[config.mk]
export PLATFORM = sky130hd
export DESIGN_NAME = pscfg_ram
export DESIGN_NICKNAME = d
export VERILOG_FILES = /design/src/rtl/pscfg_ram.sv
export SDC_FILE = /design/constraint.sdc
export NUM_CORES = 1
export LEC_CHECK = 0
export ABC_AREA = 1
export BUFFER_PORTS_ARGS = -buffer_cell sky130_fd_sc_hd__buf_2
export CAP_MARGIN = 20
export CORE_UTILIZATION = 35
export DETAILED_ROUTE_END_ITERATION = 8
export GPL_ROUTABILITY_DRIVEN = 1
export SYNTH_ARGS = -nofsm -noshare
export SYNTH_HDL_FRONTEND = slang
export SYNTH_SLANG_ARGS = --single-unit
[constraint.sdc]
create_clock -name aclk -period 3.8 [get_ports aclk]
set_input_delay 0.19 -clock aclk [delete_from_list [all_inputs] [get_ports aclk]]
set_output_delay 0.19 -clock aclk [all_outputs]
set_load 0.02 [all_outputs]
[src/rtl/pscfg_ram.sv]
// ----------------------------------------------------------------------------
// pscfg_ram: generic single-port RAM
// One write and one read of the same address per cycle, registered read data (old word on a write).
// ----------------------------------------------------------------------------
module pscfg_ram #(
    parameter int WIDTH = 8,
    parameter int DEPTH = 64
) (
    input  logic                     aclk,
    input  logic                     we,
    input  logic [$clog2(DEPTH)-1:0] addr,
    input  logic [WIDTH-1:0]         wdata,
    output logic [WIDTH-1:0]         rdata
);
    logic [WIDTH-1:0] mem [DEPTH];

    always_ff @(posedge aclk) begin
        if (we) begin
            mem[addr] <= wdata;
        end
        rdata <= mem[addr];
    end
endmodule

==> results.json, run 1 <==
{
  "synth_top_area_share_pct": 69.7,
  "grt_most_used_layer": "met2",
  "maxSlewViolCount": 0,
  "numCtsBuffers": 54,
  "syn_avg_cell_area_um2": 10.2,
  "grtUsageTotal_pct": 18.7,
  "gr-total-overflow": 0,
  "dr_total_vias": 14900,
  "drtIter0Drc": 1563,
  "grt_max_degree": 237,
  "dpl.hpwl_um": 36100,
  "syn_area_mm2": 0.0220,
  "hold_class": "in2reg",
  "slowest_stage": "nor2_1",
  "hold_path_depth": 1,
  "crit_path_max_incr_delay_ns": 0.84,
  "place_ws_ns": 1.01,
  "synthTopCellsByArea": "edfxtp_1 70%, nand2_1 24%, nor2_1 1.5%",
  "crit_required_ns": 4.02,
  "timing.rr.start": "mem[53][1]",
  "total_leakage_power_nw": 10.3,
  "seq_area_frac_synth_pct": 70.5,
  "maxSlewHeadroom_pct": 22.4,
  "crit_path_frequent_cell": "nor2_1",
  "synth_top_family_by_area": "simple AND/OR/NAND/NOR gates",
  "post_cts_resized": 0,
  "grt_antenna_before_repair": 7,
  "setup_viol": 0,
  "r2r_setup_slack_ns": 2.39,
  "setup_ws_ns": 1.55,
  "cts_tree": "done",
  "drive_above_1_share_pct": 8.20,
  "drc": 0,
  "rsz0062_at_grt": "false",
  "min_from": "wdata[3]",
  "finalClockSkew_ns": 0.0176,
  "place_area_mm2": 0.0232,
  "synth_mux_area_share_pct": 0,
  "num_io_pins": 24,
  "die_area_mm2": 0.0640,
  "hold_end": "mem[32][3]",
  "reg2reg_depth": 10,
  "critPathKind": "in2reg",
  "critPathMaxFanout": 14,
  "ys_seq_elements": 520,
  "period_share_pct": 59.3,
  "yosysUniqueCellTypes": 22,
  "area_growth_pct": 13.5,
  "status": "completed",
  "synthXorXnorAreaFrac_pct": 0,
  "htreeDepth": 2,
  "syn_nets": 2183,
  "wirelength_um": 59300,
  "fin_nets": 2229,
  "wl_per_cell_um": 19.1,
  "fin_hold_ws_ns": 0.0156,
  "fin_util_pct": 40.4,
  "numClockSinks": 520,
  "fmax_mhz": 444,
  "finalSetupTns_ns": 0,
  "start_util_pct": 35.6,
  "yosysTopAreaCell": "edfxtp_1",
  "rows": 91,
  "synthCells": 2167,
  "core-area_mm2": 0.0619,
  "place_inst": 2993,
  "clk_pin_slew_ns": 0.07,
  "fin_area_mm2": 0.0250,
  "clockBufferDepth": 3,
  "synthSimpleGateAreaFrac_pct": 26.0,
  "cts_setup_buffers": 0,
  "grt_pass1_wl_um": 89500,
  "worstMarginPinSlew_ns": 1.16,
  "drv_cap": 0,
  "use_met1_pct": 25.9,
  "gp_congestion": 0.916,
  "firstDrtPassIters": 5,
  "ys_warn_count": 0,
  "cp-start-kind": "primary input",
  "grt.met3_usage_pct": 4.33,
  "cp.arrival_ns": 2.48,
  "vias_per_cell": 4.82,
  "fin_cells": 3095,
  "crit_path_end_kind": "register",
  "total_power_mw": 12.6,
  "ir_drop_uv": 288,
  "synth_fa_ha_area_share_pct": 0,
  "io_buffers": 23,
  "ant_nets": 0,
  "hold_viol_final": 0,
  "die_x_um": 253,
  "clk_latency_ns": 0.61,
  "crit_chain": "buf_2, nor2_1, nand3_1, nor2_1",
  "power.density_mw_per_mm2": 504,
  "fp.dieH_um": 253,
  "grt_pass1_vias": 14500,
  "clockRootBuffer": "clkbuf_16",
  "timing.rr.end": "rdata[1]",
  "layout_min_cycle_time_ns": 2.25,
  "synth_compound_area_share_pct": 0.329,
  "use_met2_pct": 29.1,
  "hold_buffers": 0
}
-- state kept, by name, summed over array words and instances (netlist names) --
| name | count |
|---|---|
| rdata | 8 |
| mem | 512 |
-- logic make-up (layout without fill, tap and decap cells) --
logic type	count (synthesis)	count (layout)
simple gates	1504	1504
flops	520	520
buf+inv	131	221
compound gates	12	12
other cells	0	1
-- cell usage in the layout, fill, tap and decap left out, types with 9 or more instances in the layout --
master / instances
nand2_1: 1384
edfxtp_1: 512
nor2_1: 87
buf_4: 65
clkbuf_16: 55
inv_1: 25
buf_2: 21
clkinv_1: 14
nand3_1: 13
clkbuf_1: 10
bufinv_16: 9
-- power by group --
| group | switching [mW] | leakage, nW | internal, mW |
|---|---|---|---|
| clock network | 2.20 | 0.876 | 3.25 |
| registers | 0.0331 | 4.67 | 6.35 |
| logic | 0.593 | 4.78 | 0.179 |
| total | 2.83 | 10.3 | 9.78 |
-- cell usage after synthesis (all sizes together) --
| master | n |
|---|---|
| nand2 | 1384 |
| dfxtp | 8 |
| nand4 | 2 |
| o21ai | 7 |
| inv | 29 |
| or2 | 6 |
| o211ai | 5 |
| clkbuf | 23 |
| nor3 | 8 |
| edfxtp | 512 |
| nor2 | 89 |
| buf | 78 |
| nand3 | 13 |
| nor4 | 2 |
| clkinv | 1 |
-- worst max-delay path, delay by kind of cell --
kind | cells | cell delay (ns)
buffers and inverters | 1 | 0.24
and+or+nand+nor | 3 | 2.04
-- area by class of cell --
class	count	area (µm²)
inverter	30	119
clock inverter	35	398
sequential	520	15500
fill	6018	36900
antenna	1	2.50
multi-input combinational	1516	5810
clock buffer	65	1410
timing repair buffer	91	687
tap	837	1050
-- metal layers --
metal	up-vias	wire length, µm	part of all wire [%]
li1	7103	-	-
met4	4	1560	2.6
met5	-	23	0.039
met1	7177	25600	43
met3	97	5260	8.9
met2	544	26800	45
-- worst max-delay path by stage --
stage | cells past startpoint | endpoint | startpoint | slack [ns]
finish | 4 | mem[24][7] | addr[2] | 1.55
global route | 4 | mem[24][7] | addr[2] | 1.46
CTS | 4 | mem[24][7] | addr[2] | 1.64
detailed placement | 4 | mem[24][0] | addr[2] | 1.01
global placement | 4 | mem[24][1] | addr[2] | 1.01
floorplan | 5 | mem[41][0] | addr[3] | 1.64
Note: power is estimated with default switching activity, not from simulation.
==> run 2: changes to the inputs <==
==> constraint.sdc (replaced) <==
create_clock -name aclk -period 2.35 [get_ports aclk]
set_input_delay 0.1175 -clock aclk [delete_from_list [all_inputs] [get_ports aclk]]
set_output_delay 0.1175 -clock aclk [all_outputs]
set_load 0.02 [all_outputs]
==> results.json, run 2 (synthesized netlist as in run 1, its figures left out) <==
{
  "layout_min_cycle_time_ns": 1.52,
  "dr_total_vias": 14900,
  "numClockSinks": 520,
  "status": "completed",
  "rows": 91,
  "final_common_cell": "nand2_1",
  "num_io_pins": 24,
  "fin_cells": 3145,
  "dpl.hpwl_um": 34200,
  "timing.rr.end": "rdata[6]",
  "rsz0062_at_grt": "false",
  "power.density_mw_per_mm2": 797,
  "critPathKind": "reg2reg",
  "grtUsageTotal_pct": 17.7,
  "start_util_pct": 35.6,
  "cp-start-kind": "register",
  "setup_viol": 0,
  "crit_path_frequent_cell": "nand2_1",
  "fmax_mhz": 658,
  "finalSetupTns_ns": 0,
  "internal_power_mw": 15.9,
  "regMostFlops": "mem",
  "crit_chain": "nand2_1, nand2_1, nand2_1, nand2_1, nand2_1, nand2_1, nand2_1, nand2_1, nor2_1, nand2_1",
  "maxSlewHeadroom_pct": 44.7,
  "post_cts_resized": 0,
  "cts_setup_buffers": 0,
  "place_inst": 3043,
  "period_share_pct": 64.7,
  "wl_per_cell_um": 17.8,
  "r2r_setup_slack_ns": 0.83,
  "fin_util_pct": 41.2,
  "area_growth_pct": 15.8,
  "clk_latency_ns": 0.60,
  "largest_registers": "mem: 512 flops, rdata: 8 flops",
  "hold_class": "in2reg",
  "ant_nets": 0,
  "drtIter0Drc": 1289,
  "crit_path_end_kind": "register",
  "die_area_mm2": 0.0640,
  "hold_end": "mem[38][4]",
  "grt_max_degree": 121,
  "clk_pin_slew_ns": 0.06,
  "hold_viol_final": 0,
  "drc": 0,
  "total_leakage_power_nw": 10.7,
  "wirelength_um": 56000,
  "crit_required_ns": 2.79,
  "fin_nets": 2279,
  "swShare_pct": 22.1,
  "gr-total-overflow": 0,
  "crit_path_max_incr_delay_ns": 0.38,
  "numCtsBuffers": 54,
  "share_comb_of_total_power_pct": 6.2,
  "cts_tree": "done",
  "fillers": 5948,
  "io_buffers": 23,
  "clockRootBuffer": "clkbuf_16",
  "cp.arrival_ns": 1.96,
  "min_from": "wdata[4]",
  "total_power_mw": 20.4,
  "critPathMaxFanout": 1,
  "reg2reg_depth": 10,
  "gp_congestion": 0.887,
  "place_area_mm2": 0.0237,
  "worstMarginPinSlew_ns": 0.830,
  "grt_antenna_before_repair": 4,
  "p_clk_share_pct": 43.2,
  "finalClockSkew_ns": 0.0155,
  "cp.buffers_inverters": 0,
  "slowest_stage": "edfxtp_1",
  "clockBufferDepth": 3,
  "critPathTopFamily": "simple AND/OR/NAND/NOR gates",
  "seq_power_share_pct": 50.6,
  "hold_path_depth": 1,
  "timing.rr.start": "mem[52][6]",
  "die_x_um": 253,
  "firstDrtPassIters": 8,
  "grt_pass1_wl_um": 86300,
  "final_cell_mix": "1384 x nand2_1, 512 x edfxtp_1, 104 x buf_4",
  "fin_hold_ws_ns": 0.0489,
  "drive_above_1_share_pct": 10.5,
  "hold_buffers": 1,
  "vias_per_cell": 4.72,
  "maxSlewViolCount": 0,
  "place_ws_ns": 0.334,
  "largest_register_ffs": 512,
  "ir_drop_uv": 438,
  "grt_pass1_vias": 14500,
  "fp.dieH_um": 253,
  "setup_ws_ns": 0.830,
  "fin_area_mm2": 0.0255,
  "htreeDepth": 2,
  "drv_cap": 0,
  "p_sw_mw": 4.50,
  "core-area_mm2": 0.0619
}
-- run 2: changes by cell type in the layout (fill, tap and decap cells not counted) --
cell | before | now
buf_12 | 4 | 14
buf_4 | 65 | 104
bufinv_16 | 9 | 8
clkbuf_1 | 10 | 5
clkbuf_8 | 1 | 5
clkinv_1 | 14 | 10
clkinv_2 | 8 | 15
clkinvlp_4 | 3 | 2
diode_2 | 1 | 2
dlygate4sd3_1 | 0 | 1
inv_6 | 3 | 2
-- run 2: power groups by stage --
stage	logic, mW	clock network [mW]	registers (mW)
2_1_floorplan	0.701	0	10.5
6_report	1.26	8.79	10.3
4_1_cts	1.27	8.97	10.3
3_5_place_dp	1.26	0	10.5
5_1_grt	1.39	9.29	10.3
3_3_place_gp	1.25	0	10.5
-- run 2: worst max-delay path by stage --
stage | from | to | slack, ns | depth (start not counted)
floorplan | addr[3] | mem[41][0] | 0.26 | 5
detailed placement | addr[0] | rdata[7] | 0.33 | 12
global route | mem[55][6] | rdata[6] | 0.60 | 10
finish | mem[52][6] | rdata[6] | 0.83 | 10
global placement | addr[0] | rdata[0] | 0.42 | 13
CTS | mem[52][6] | rdata[6] | 0.83 | 10
-- run 2: layer usage --
metal | share of wire, % | track usage, % | wire (µm)
met1 | 44 | 23.4 | 24500
met3 | 6.4 | 3.75 | 3580
met2 | 47 | 28.9 | 26300
met5 | 0.14 | 0.695 | 79
met4 | 2.7 | 5.84 | 1490
-- run 2: layout make-up --
type                       count  area, µm²  share of cell area (%)
multi-input combinational   1516       5810                    22.8
sequential                   520      15500                    60.8
tap                          837       1050                    4.10
inverter                      30        119                   0.466
timing repair buffer         141       1190                    4.66
antenna                        2       5.00                  0.0196
clock inverter                35        372                    1.46
clock buffer                  64       1450                    5.68
