**config.mk**
```make
export PLATFORM = sky130hd
export DESIGN_NAME = pscfg_stale_unit
export DESIGN_NICKNAME = d
export VERILOG_FILES = /design/src/rtl/pscfg_pkg.sv /design/src/rtl/pscfg_stale_unit.sv
export SDC_FILE = /design/constraint.sdc
export NUM_CORES = 1
export LEC_CHECK = 0
export BUFFER_PORTS_ARGS = -buffer_cell sky130_fd_sc_hd__clkbuf_2
export CORE_AREA = 2 2 174 176
export CTS_BUF_LIST = sky130_fd_sc_hd__clkbuf_8
export CTS_CLUSTER_SIZE = 10
export DETAILED_ROUTE_END_ITERATION = 10
export DIE_AREA = 0 0 176 178
export GPL_TIMING_DRIVEN = 0
export PLACE_DENSITY = 0.46
export SYNTH_ARGS = -nofsm -noshare
export SYNTH_HDL_FRONTEND = slang
export SYNTH_SLANG_ARGS = --single-unit
export TNS_END_PERCENT = 10
```
**constraint.sdc**
```tcl
create_clock -name aclk -period 6.5 [get_ports aclk]
set_clock_uncertainty 0.15 [all_clocks]
set_input_delay 0 -clock aclk [delete_from_list [all_inputs] [get_ports aclk]]
set_output_delay 0 -clock aclk [all_outputs]
set_load 0.005 [all_outputs]
```
**src/rtl/pscfg_pkg.sv**
```systemverilog
// ----------------------------------------------------------------------------
// pscfg_pkg: shared types and constants for the flood guard
// Register indexes, verdict codes, entry and configuration record types and field widths.
// ----------------------------------------------------------------------------
package pscfg_pkg;

    localparam int TIME_W  = 48;
    localparam int ADDR_W  = 64;
    localparam int SPAN_W  = 32;
    localparam int COUNT_W = 16;
    localparam int CFG_W   = 32;
    localparam int IDX_W   = 3;

    localparam logic [IDX_W-1:0] REG_GUARD_ENABLE   = 3'd0;
    localparam logic [IDX_W-1:0] REG_FIRST_SPAN     = 3'd1;
    localparam logic [IDX_W-1:0] REG_SPAN_CAP       = 3'd2;
    localparam logic [IDX_W-1:0] REG_ENTRY_LIFETIME = 3'd3;
    localparam logic [IDX_W-1:0] REG_REPEAT_LIMIT   = 3'd4;
    localparam logic [IDX_W-1:0] REG_SWEEP_INTERVAL = 3'd5;
    localparam logic [IDX_W-1:0] REG_PER_ADDR_LIMIT = 3'd6;
    localparam logic [IDX_W-1:0] REG_UNEST_LIMIT    = 3'd7;

    localparam logic [2:0] VERDICT_ADMIT   = 3'd0;
    localparam logic [2:0] VERDICT_REPEAT  = 3'd1;
    localparam logic [2:0] VERDICT_NO_SSL  = 3'd2;
    localparam logic [2:0] VERDICT_PER_ADR = 3'd3;
    localparam logic [2:0] VERDICT_UNEST   = 3'd4;

    localparam logic [TIME_W-1:0] TIME_MAX = {TIME_W{1'b1}};
    localparam logic [COUNT_W-1:0] COUNT_MAX = {COUNT_W{1'b1}};

    localparam int ENTRY_W = 2*ADDR_W + 2*TIME_W + SPAN_W + COUNT_W;

    typedef struct packed {
        logic [ADDR_W-1:0]  addr_high;
        logic [ADDR_W-1:0]  addr_low;
        logic [TIME_W-1:0]  last_seen;
        logic [SPAN_W-1:0]  span;
        logic [COUNT_W-1:0] count;
        logic [TIME_W-1:0]  delete_at;
    } entry_t;

    // configuration snapshot handed to the sequencer
    typedef struct packed {
        logic               guard_enable;
        logic [SPAN_W-1:0]  first_span;
        logic [SPAN_W-1:0]  span_cap;
        logic [SPAN_W-1:0]  entry_lifetime;
        logic [COUNT_W-1:0] repeat_limit;
        logic [SPAN_W-1:0]  sweep_interval;
        logic [COUNT_W-1:0] per_address_limit;
        logic [COUNT_W-1:0] unestablished_limit;
    } cfg_t;

endpackage

```
**src/rtl/pscfg_stale_unit.sv**
```systemverilog
// ----------------------------------------------------------------------------
// pscfg_stale_unit: shared expiry compare
// Registers last_seen + span <= now || delete_at <= now, and address match.
// ----------------------------------------------------------------------------
module pscfg_stale_unit (
    input  logic                          aclk,
    input  pscfg_pkg::entry_t             entry,
    input  logic [pscfg_pkg::TIME_W-1:0]  now,
    input  logic [pscfg_pkg::ADDR_W-1:0]  addr_high,
    input  logic [pscfg_pkg::ADDR_W-1:0]  addr_low,
    output logic                          stale_reg,
    output logic                          match_reg
);
    logic [pscfg_pkg::TIME_W:0] expire_sum;
    logic                       stale_next;
    logic                       match_next;

    always_comb begin
        expire_sum = {1'b0, entry.last_seen}
                   + {{(pscfg_pkg::TIME_W+1-pscfg_pkg::SPAN_W){1'b0}}, entry.span};
        stale_next = (expire_sum <= {1'b0, now}) || (entry.delete_at <= now);
        match_next = (entry.addr_high == addr_high) && (entry.addr_low == addr_low);
    end

    always_ff @(posedge aclk) begin
        stale_reg <= stale_next;
        match_reg <= match_next;
    end
endmodule

```
==> flow_summary.ini, run 1 <==
[pwr]
vdd_drop_max_v = 0.0000411
p_leak_nw = 4.58
powerDensity_nw_per_um2 = 84.2

[clocking]
clkSinkCount = 2
cts_tree = yes
cts-htree-levels = 1
root_buffer = clkbuf_8
clk_pin_slew_worst_paths_ns = 0.03
cts_buffers = 3
clk_path_buf_depth = 2
cts_resized = 0

[yosys]
synth_edf_count = 0
yosys.area.top_type_share_pct = 28.0
syn-instance-count = 758
ys_seq_elements = 2
async_flop_share_pct = 0
synth_cell_types = 54
synth.avg_cell_area_um2 = 7.55
yosysWarnings = 0
yosys-top-cells-count = 128 x ha_1, 122 x xnor2_1, 67 x inv_1
post-synth-top-area-cell = ha_1
yosysSeqAreaShare_pct = 0.700
synthTopCellsByArea = ha_1 28%, xnor2_1 19%, xor2_1 7.0%, a21o_1 5.9%, nand4_1 5.9%
synth_area_um2 = 5720
yosys_most_used_dff = dfxtp_1
syn_nets = 1336
yosysMostFrequentCell = ha_1

[die]
initial_core_util_pct = 19.5
row_count = 63
die_x_um = 176
coreArea_um2 = 29400
die_y_um = 178
fp.dieArea_um2 = 31300
io_pins = 451

[place]
place_area_um2 = 8380
gp_congestion = 0.832
pre_cts_slack_ns = 1.39
port_buffers = 434
dp.cells = 1582
dp_hpwl_um = 25700

[layout]
layout-drive-gt1-share_pct = 38.1
design_area_um2 = 8470
areaGrowthSynthToFinish_pct = 48.0
fin_cells = 1594
num-nets-final = 1778

[critical_path]
crit_start = entry[64]
required_ns = 6.45
critPathCaptureType = flop
path_class = in -> reg
critPathArrivalTime_ns = 4.68
cp-start-kind = input pin
cp_max_fo = 9

[global_routing]
antenna_found_initial = 17
grt_usage_pct = 16.2
globalRoute.totalOverflow = 0
grt_max_degree = 10
grt_pass1_wl_um = 38700
grt_pass1_vias = 7042

[timing]
layout_setup_ws_ns = 1.77
final_max_slew_viol_count = 0
setup_viol_count_final = 0
holdWs_ns = 0.0858
worst_slew_pin_slew_ns = 0.566
max_slew_margin_pct = 61.9
rsz0062_at_grt = no
period_share_pct = 72.7
period_minus_slack_ns = 4.73
max_freq_ghz = 0.212
finalHoldViolations = 0
final.setup.tns_ns = 0

[routing]
drtPass1Iterations = 4
drc = 0
first_iter_violations = 256
ant_nets = 0
vias = 6978
routed_wirelength_um = 26700
routedWlPerCell_um = 16.8
via_per_inst = 4.38

[job]
drv_cap = 0

[min_path]
hold_start = entry[209]
min_path_type = in -> reg

[status]
outcome = finished, final reports clean
## power by group
part / internal, W / switching, W / total, W / leakage [nW]
registers: 0.0000130 / 0.000000147 / 0.0000131 / 0.0163
logic: 0.000322 / 0.000329 / 0.000651 / 4.55
clock network: 0.0000392 / 0.00000986 / 0.0000490 / 0.0216
## critical path, cell delays in order
cell	delay, ns
clkbuf_2	0.09
ha_1	0.23
fa_1	0.43
a211o_2	0.34
o211ai_1	0.24
a211o_1	0.26
o211ai_2	0.14
a21oi_2	0.17
o21ai_2	0.10
a31oi_4	0.41
nor3_1	0.13
xor2_1	0.16
ha_1	0.30
nand4_1	0.13
or2_2	0.32
nor2_1	0.18
nand4_1	0.16
nor3_1	0.33
nand4_1	0.13
o21ai_0	0.11
a21oi_1	0.06
o21bai_1	0.24
## cells in the final DEF (no fill, tap or decap), types with 4 or more instances in the layout
| cell type | instances |
|---|---|
| nand2_1 | 39 |
| clkbuf_1 | 6 |
| xnor2_1 | 122 |
| a221oi_1 | 6 |
| o21bai_1 | 7 |
| ha_1 | 128 |
| nor2_1 | 32 |
| a21o_1 | 45 |
| and3_1 | 5 |
| o21ai_0 | 31 |
| xor2_1 | 46 |
| nand2b_1 | 5 |
| nor2b_1 | 6 |
| a21oi_1 | 58 |
| nand3_1 | 8 |
| nor4_1 | 19 |
| inv_1 | 67 |
| nand4_1 | 54 |
| o211ai_1 | 5 |
| clkbuf_2 | 435 |
| a21o_2 | 4 |
| nor3_1 | 13 |
| diode_2 | 6 |
## metrics by stage
stage / util, % / total power [W]
finish: 28.8 / 0.000713
global route: 28.8 / 0.000803
CTS: 28.8 / 0.000720
detailed placement: 28.5 / 0.000664
global placement: 28.5 / 0.000657
floorplan: - / 0.000402
## layout make-up
class | instances | area, um2
fill | 3291 | 20900
multi-input combinational | 680 | 5390
timing repair buffer | 437 | 2200
tap | 390 | 488
inverter | 67 | 251
clock buffer | 3 | 41.3
sequential | 2 | 40.0
buffer | 9 | 40.0
antenna | 6 | 15.0
## routing by layer
metal	wire, um	track usage, %	vias to the layer above	share of wire, %
li1	-	-	3662	-
met1	12600	22.3	3035	47
met2	11400	25.4	239	42
met3	2470	5.54	26	9.2
met4	186	1.34	16	0.70
met5	107	0	-	0.40
## kinds of logic (layout without fill, tap and decap cells)
kind of cell    after synthesis  after routing  share of synthesized area, %
buf+inv                      76            516                          5.09
other cells                   0              6                             0
xor+xnor                    168            168                          25.7
compound gates              189            189                          22.0
flops                         2              2                         0.700
simple gates                194            194                          18.2
fa+ha+maj                   129            129                          28.3
## worst paths after layout
kind                    end  slack (ns)  depth (start not counted)
setup / recovery  stale_reg        1.77                         22
hold / removal    match_reg        0.09                          6
## what timing repair did
action | 4_1_cts | 5_1_grt
endpoints found under the hold margin | 1 | 0
hold buffers | 3 | 0
setup buffers | 0 | 0
No activity file was read; power rests on OpenSTA's default activity.
==> run 2: changes to the inputs <==
CORE_AREA = 2 2 173 175   (was 2 2 174 176)
DIE_AREA = 0 0 175 177   (was 0 0 176 178)
PLACE_DENSITY = 0.48   (was 0.46)
clock period = 4 ns   (was 6.5 ns; I/O delays follow)
==> flow_summary.ini, run 2 (same netlist as run 1, synthesis figures left out) <==
[status]
outcome = finished with violations
violations = setup timing

[pwr]
power_frac_comb_pct = 91.5
p_int_w = 0.000636
power.total_w = 0.00120
vdd_drop_max_v = 0.0000658
net-switching-power_w = 0.000561
p_leak_nw = 4.71
p_seq_share_pct = 1.8
p_clk_share_pct = 6.7
switching_share_pct = 46.9
powerDensity_nw_per_um2 = 137

[die]
row_count = 63
fp.dieArea_um2 = 31000
initial_core_util_pct = 19.6
die_y_um = 177
die_x_um = 175
coreArea_um2 = 29200
io_pins = 451

[timing]
rsz0062_at_grt = yes
period_share_pct = 101
max_slew_margin_pct = 51.6
layout_setup_ws_ns = -0.0240
finalHoldViolations = 0
final_max_slew_viol_count = 0
worst_slew_pin_slew_ns = 0.720
max_freq_ghz = 0.249
period_minus_slack_ns = 4.02
setup_viol_count_final = 1
holdWs_ns = 0.0753

[global_routing]
globalRoute.totalOverflow = 0
grt_pass1_vias = 7235
grt_pass1_wl_um = 37900
antenna_found_initial = 13
grt_max_degree = 10
grt_usage_pct = 15.6

[critical_path]
slowest_delay_ns = 0.34
crit_slowest_cell = fa_2
crit_cells = 23
crit_start = entry[96]
cp_top_family = compound AO/OA/AOI/OAI gates
path_class = in -> reg
critPathArrivalTime_ns = 4.00
critical_path.n_buffers_inverters = 2
required_ns = 3.97
cp_max_fo = 8
cp-start-kind = input pin
cp_cell_sequence = clkbuf_2 > ha_4 > fa_2 > a211o_2 > o211ai_1 > a211o_1 > o211ai_2 > a21oi_2 > o21ai_2 > a31oi_4 > buf_12 > nor4_4 > xor2_1 > ha_1 > a21o_1 > a21o_1 > a21oi_2 > o21ai_2 > a211oi_2 > o21ai_2 > nor2_2 > a21oi_2 > o21bai_2
critPathCaptureType = flop
cp-endpoint = stale_reg

[layout]
fin_cells = 1613
areaGrowthSynthToFinish_pct = 52.9
seqCellArea_um2 = 40.0
multi_input_area_um2 = 5520
num-nets-final = 1796
layout_commonest_cell = clkbuf_2
layout_common_cells = 435 x clkbuf_2, 124 x ha_1, 122 x xnor2_1, 67 x inv_1, 55 x a21oi_1
utilization_pct = 29.9
layout-drive-gt1-share_pct = 41.0
n_fill_cell = 3275

[place]
pre_cts_slack_ns = -1.05
gp_congestion = 0.883
dp_hpwl_um = 24200
port_buffers = 434
dp.cells = 1582

[clocking]
root_buffer = clkbuf_8
cts_buffers = 3
cts-htree-levels = 1
clk_pin_slew_worst_paths_ns = 0.03
clkSinkCount = 2
clk_path_buf_depth = 2
cts_tree = yes

[routing]
drtPass1Iterations = 5
ant_nets = 0
via_per_inst = 4.37
first_iter_violations = 206
routed_wirelength_um = 25400
vias = 7043
routedWlPerCell_um = 15.8
drc = 0

[job]
drv_cap = 0

[min_path]
min_path_type = in -> reg
## run 2: changes by cell type in the layout (fill, tap and decap cells not counted), sizes merged
cell and change:
buf +19, clkbuf -1, diode +1
## run 2: metal layers
metal	global-route usage (%)	share of wire, %	vias to the layer above
met5	0	0.37	-
met4	1.32	0.74	14
met3	4.73	8.9	26
met2	25.5	44	245
met1	21.1	46	3067
li1	-	-	3691
## run 2: layout make-up
cell class / count / share of cell area, %
Buffer: 8 / 0.415
Timing Repair Buffer: 456 / 26.9
Sequential cell: 2 / 0.458
Antenna cell: 7 / 0.200
Inverter: 67 / 2.87
Multi-Input combinational cell: 680 / 63.1
Tap cell: 390 / 5.58
Clock buffer: 3 / 0.472
## run 2: how the worst min path moves through the flow
stage	slack (ns)	startpoint	depth (start not counted)	to
finish	0.08	entry[143]	4	stale_reg
global route	0.11	entry[143]	4	stale_reg
CTS	0.1	entry[259]	6	match_reg
detailed placement	0.18	addr_high[19]	4	match_reg
global placement	0.17	addr_low[13]	4	match_reg
floorplan	0.05	addr_low[13]	3	match_reg
## run 2: tightest hold or removal path: cells and delay by family
kind | cells | cell delay (ns)
AOI/OAI and AO/OA | 1 | 0.16
buffers and inverters | 1 | 0.10
and+or+nand+nor | 2 | 0.14
## run 2: power groups by stage
| stage | Sequential, W | Combinational (W) | Clock, W |
|---|---|---|---|
| final | 0.0000213 | 0.00110 | 0.0000806 |
| after global routing | 0.0000214 | 0.00124 | 0.0000907 |
| after CTS | 0.0000213 | 0.00109 | 0.0000852 |
| after detailed placement | 0.0000215 | 0.00105 | 0 |
| after global placement | 0.0000215 | 0.00104 | 0 |
| after floorplan | 0.0000217 | 0.000631 | 0 |
## run 2: per-stage QoR
stage	TNS, ns	cell area (um2)
floorplan	0	5720
global placement	-1.05	8380
detailed placement	-1.05	8380
CTS	-0.215	8650
global route	-0.267	8740
finish	-0.0240	8750
## run 2: what timing repair did
item | CTS | global route
hold endpoints to repair | 1 | 0
resized for setup | 20 | 11
pin swaps | 25 | 20
endpoints found under the setup margin | 1 | 1
hold buffers | 3 | 0
setup buffers | 15 | 4
==> run 3: changes to the inputs <==
RECOVER_POWER = 100   (was unset)
==> flow_summary.ini, run 3 (same netlist as run 1, synthesis figures left out) <==
[min_path]
hold_end = stale_reg
hold_start = entry[143]
min_path_type = in -> reg
whs_path_depth = 4

[routing]
first_iter_violations = 206
vias = 7041
via_per_inst = 4.37
routedWlPerCell_um = 15.8
routed_wirelength_um = 25400
drtPass1Iterations = 5
ant_nets = 0
drc = 0

[global_routing]
grt_pass1_vias = 7235
globalRoute.totalOverflow = 0
grt_pass1_wl_um = 37900
antenna_found_initial = 13
grt_max_degree = 10
grt_usage_pct = 15.6

[timing]
finalHoldViolations = 0
final.setup.tns_ns = -0.0238
layout_setup_ws_ns = -0.0238
final_max_slew_viol_count = 0
setup_viol_count_final = 1
period_minus_slack_ns = 4.02
rsz0062_at_grt = yes
worst_slew_pin_slew_ns = 0.720
period_share_pct = 101
max_slew_margin_pct = 51.6
max_freq_ghz = 0.249

[layout]
num-nets-final = 1796
utilization_pct = 29.9
layout_common_cells = 432 x clkbuf_2, 124 x ha_1, 122 x xnor2_1, 67 x inv_1, 55 x a21oi_1
design_area_um2 = 8750
layout_commonest_cell = clkbuf_2
layout-drive-gt1-share_pct = 40.7
areaGrowthSynthToFinish_pct = 52.8

[pwr]
power.total_w = 0.00120
p_leak_nw = 4.70
vdd_drop_max_v = 0.0000658
powerDensity_nw_per_um2 = 137

[critical_path]
crit_slowest_cell = fa_2
critical_path.n_buffers_inverters = 2
path_class = in -> reg
cp-start-kind = input pin
cp_max_fo = 8
cp_top_family = compound AO/OA/AOI/OAI gates
required_ns = 3.97
cp_cell_sequence = clkbuf_2 > ha_4 > fa_2 > a211o_2 > o211ai_1 > a211o_1 > o211ai_2 > a21oi_2 > o21ai_2 > a31oi_4 > buf_12 > nor4_4 > xor2_1 > ha_1 > a21o_1 > a21o_1 > a21oi_2 > o21ai_2 > a211oi_2 > o21ai_2 > nor2_2 > a21oi_2 > o21bai_2
critPathCaptureType = flop
slowest_delay_ns = 0.34
critPathArrivalTime_ns = 4.00

[die]
coreArea_um2 = 29200
initial_core_util_pct = 19.6
die_x_um = 175
fp.dieArea_um2 = 31000
io_pins = 451
die_y_um = 177
row_count = 63

[clocking]
clk_path_buf_depth = 2
clkSinkCount = 2
clk_pin_slew_worst_paths_ns = 0.03
cts_tree = yes
cts_buffers = 3
cts-htree-levels = 1
root_buffer = clkbuf_8

[job]
drv_cap = 0

[place]
place_area_um2 = 8380
dp_hpwl_um = 24200
gp_congestion = 0.883
port_buffers = 434

[status]
violations = setup timing
outcome = finished with violations
run 3: changes by cell type in the layout (fill, tap and decap cells not counted):
cell	delta
clkbuf_1	+3
clkbuf_2	-3
run 3: layer usage:
metal	share of wire (%)	vias to the layer above	GRT usage [%]	wire length (um)
met5	0.37	-	0	95
li1	-	3691	-	-
met4	0.74	14	1.32	187
met2	44	245	25.5	11200
met1	46	3065	21.1	11700
met3	8.9	26	4.73	2270
run 3: report_power, final:
part / internal (W) / switching, W
Sequential: 0.0000211 / 0.000000188
Clock: 0.0000637 / 0.0000168
Combinational: 0.000551 / 0.000544
Total: 0.000636 / 0.000561
run 3: cell type report:
type | count | area, um2
clock buffers | 3 | 41.3
diodes | 7 | 17.5
multi-input cells | 680 | 5520
repair buffers | 456 | 2350
flip-flops and latches | 2 | 40.0
well taps | 390 | 488
inverters | 67 | 251
fillers | 3274 | 20500
plain buffers | 8 | 36.3
run 3: worst max-delay path by stage:
| stage | depth (start not counted) | to | slack (ns) | start |
|---|---|---|---|---|
| after floorplan | 21 | stale_reg | 0.19 | entry[64] |
| after global placement | 22 | stale_reg | -1.05 | entry[64] |
| after detailed placement | 22 | stale_reg | -1.05 | entry[64] |
| after CTS | 23 | stale_reg | -0.22 | entry[96] |
| after global routing | 23 | stale_reg | -0.27 | entry[96] |
| final | 23 | stale_reg | -0.02 | entry[96] |
run 3: worst min-delay path, cell delays in order:
cell and delay (ns):
clkbuf_2 0.10, nand4_1 0.09, nor2_1 0.05, o21bai_2 0.16
run 3: metrics by stage:
step | std cells | setup slack, ns | hold WS (ns)
finish | 1613 | -0.0238 | 0.0753
global route | 1607 | -0.267 | 0.106
CTS | 1602 | -0.215 | 0.0976
detailed placement | 1582 | -1.05 | 0.175
global placement | 1582 | -1.05 | 0.172
floorplan | 758 | 0.194 | 0.0472
run 3: what timing repair did:
action	4_1_cts	5_1_grt
setup buffers	15	4
hold buffers	3	0
endpoints found under the setup margin	1	1
resized for setup	20	11
pin swaps	25	20
hold endpoints to repair	1	0
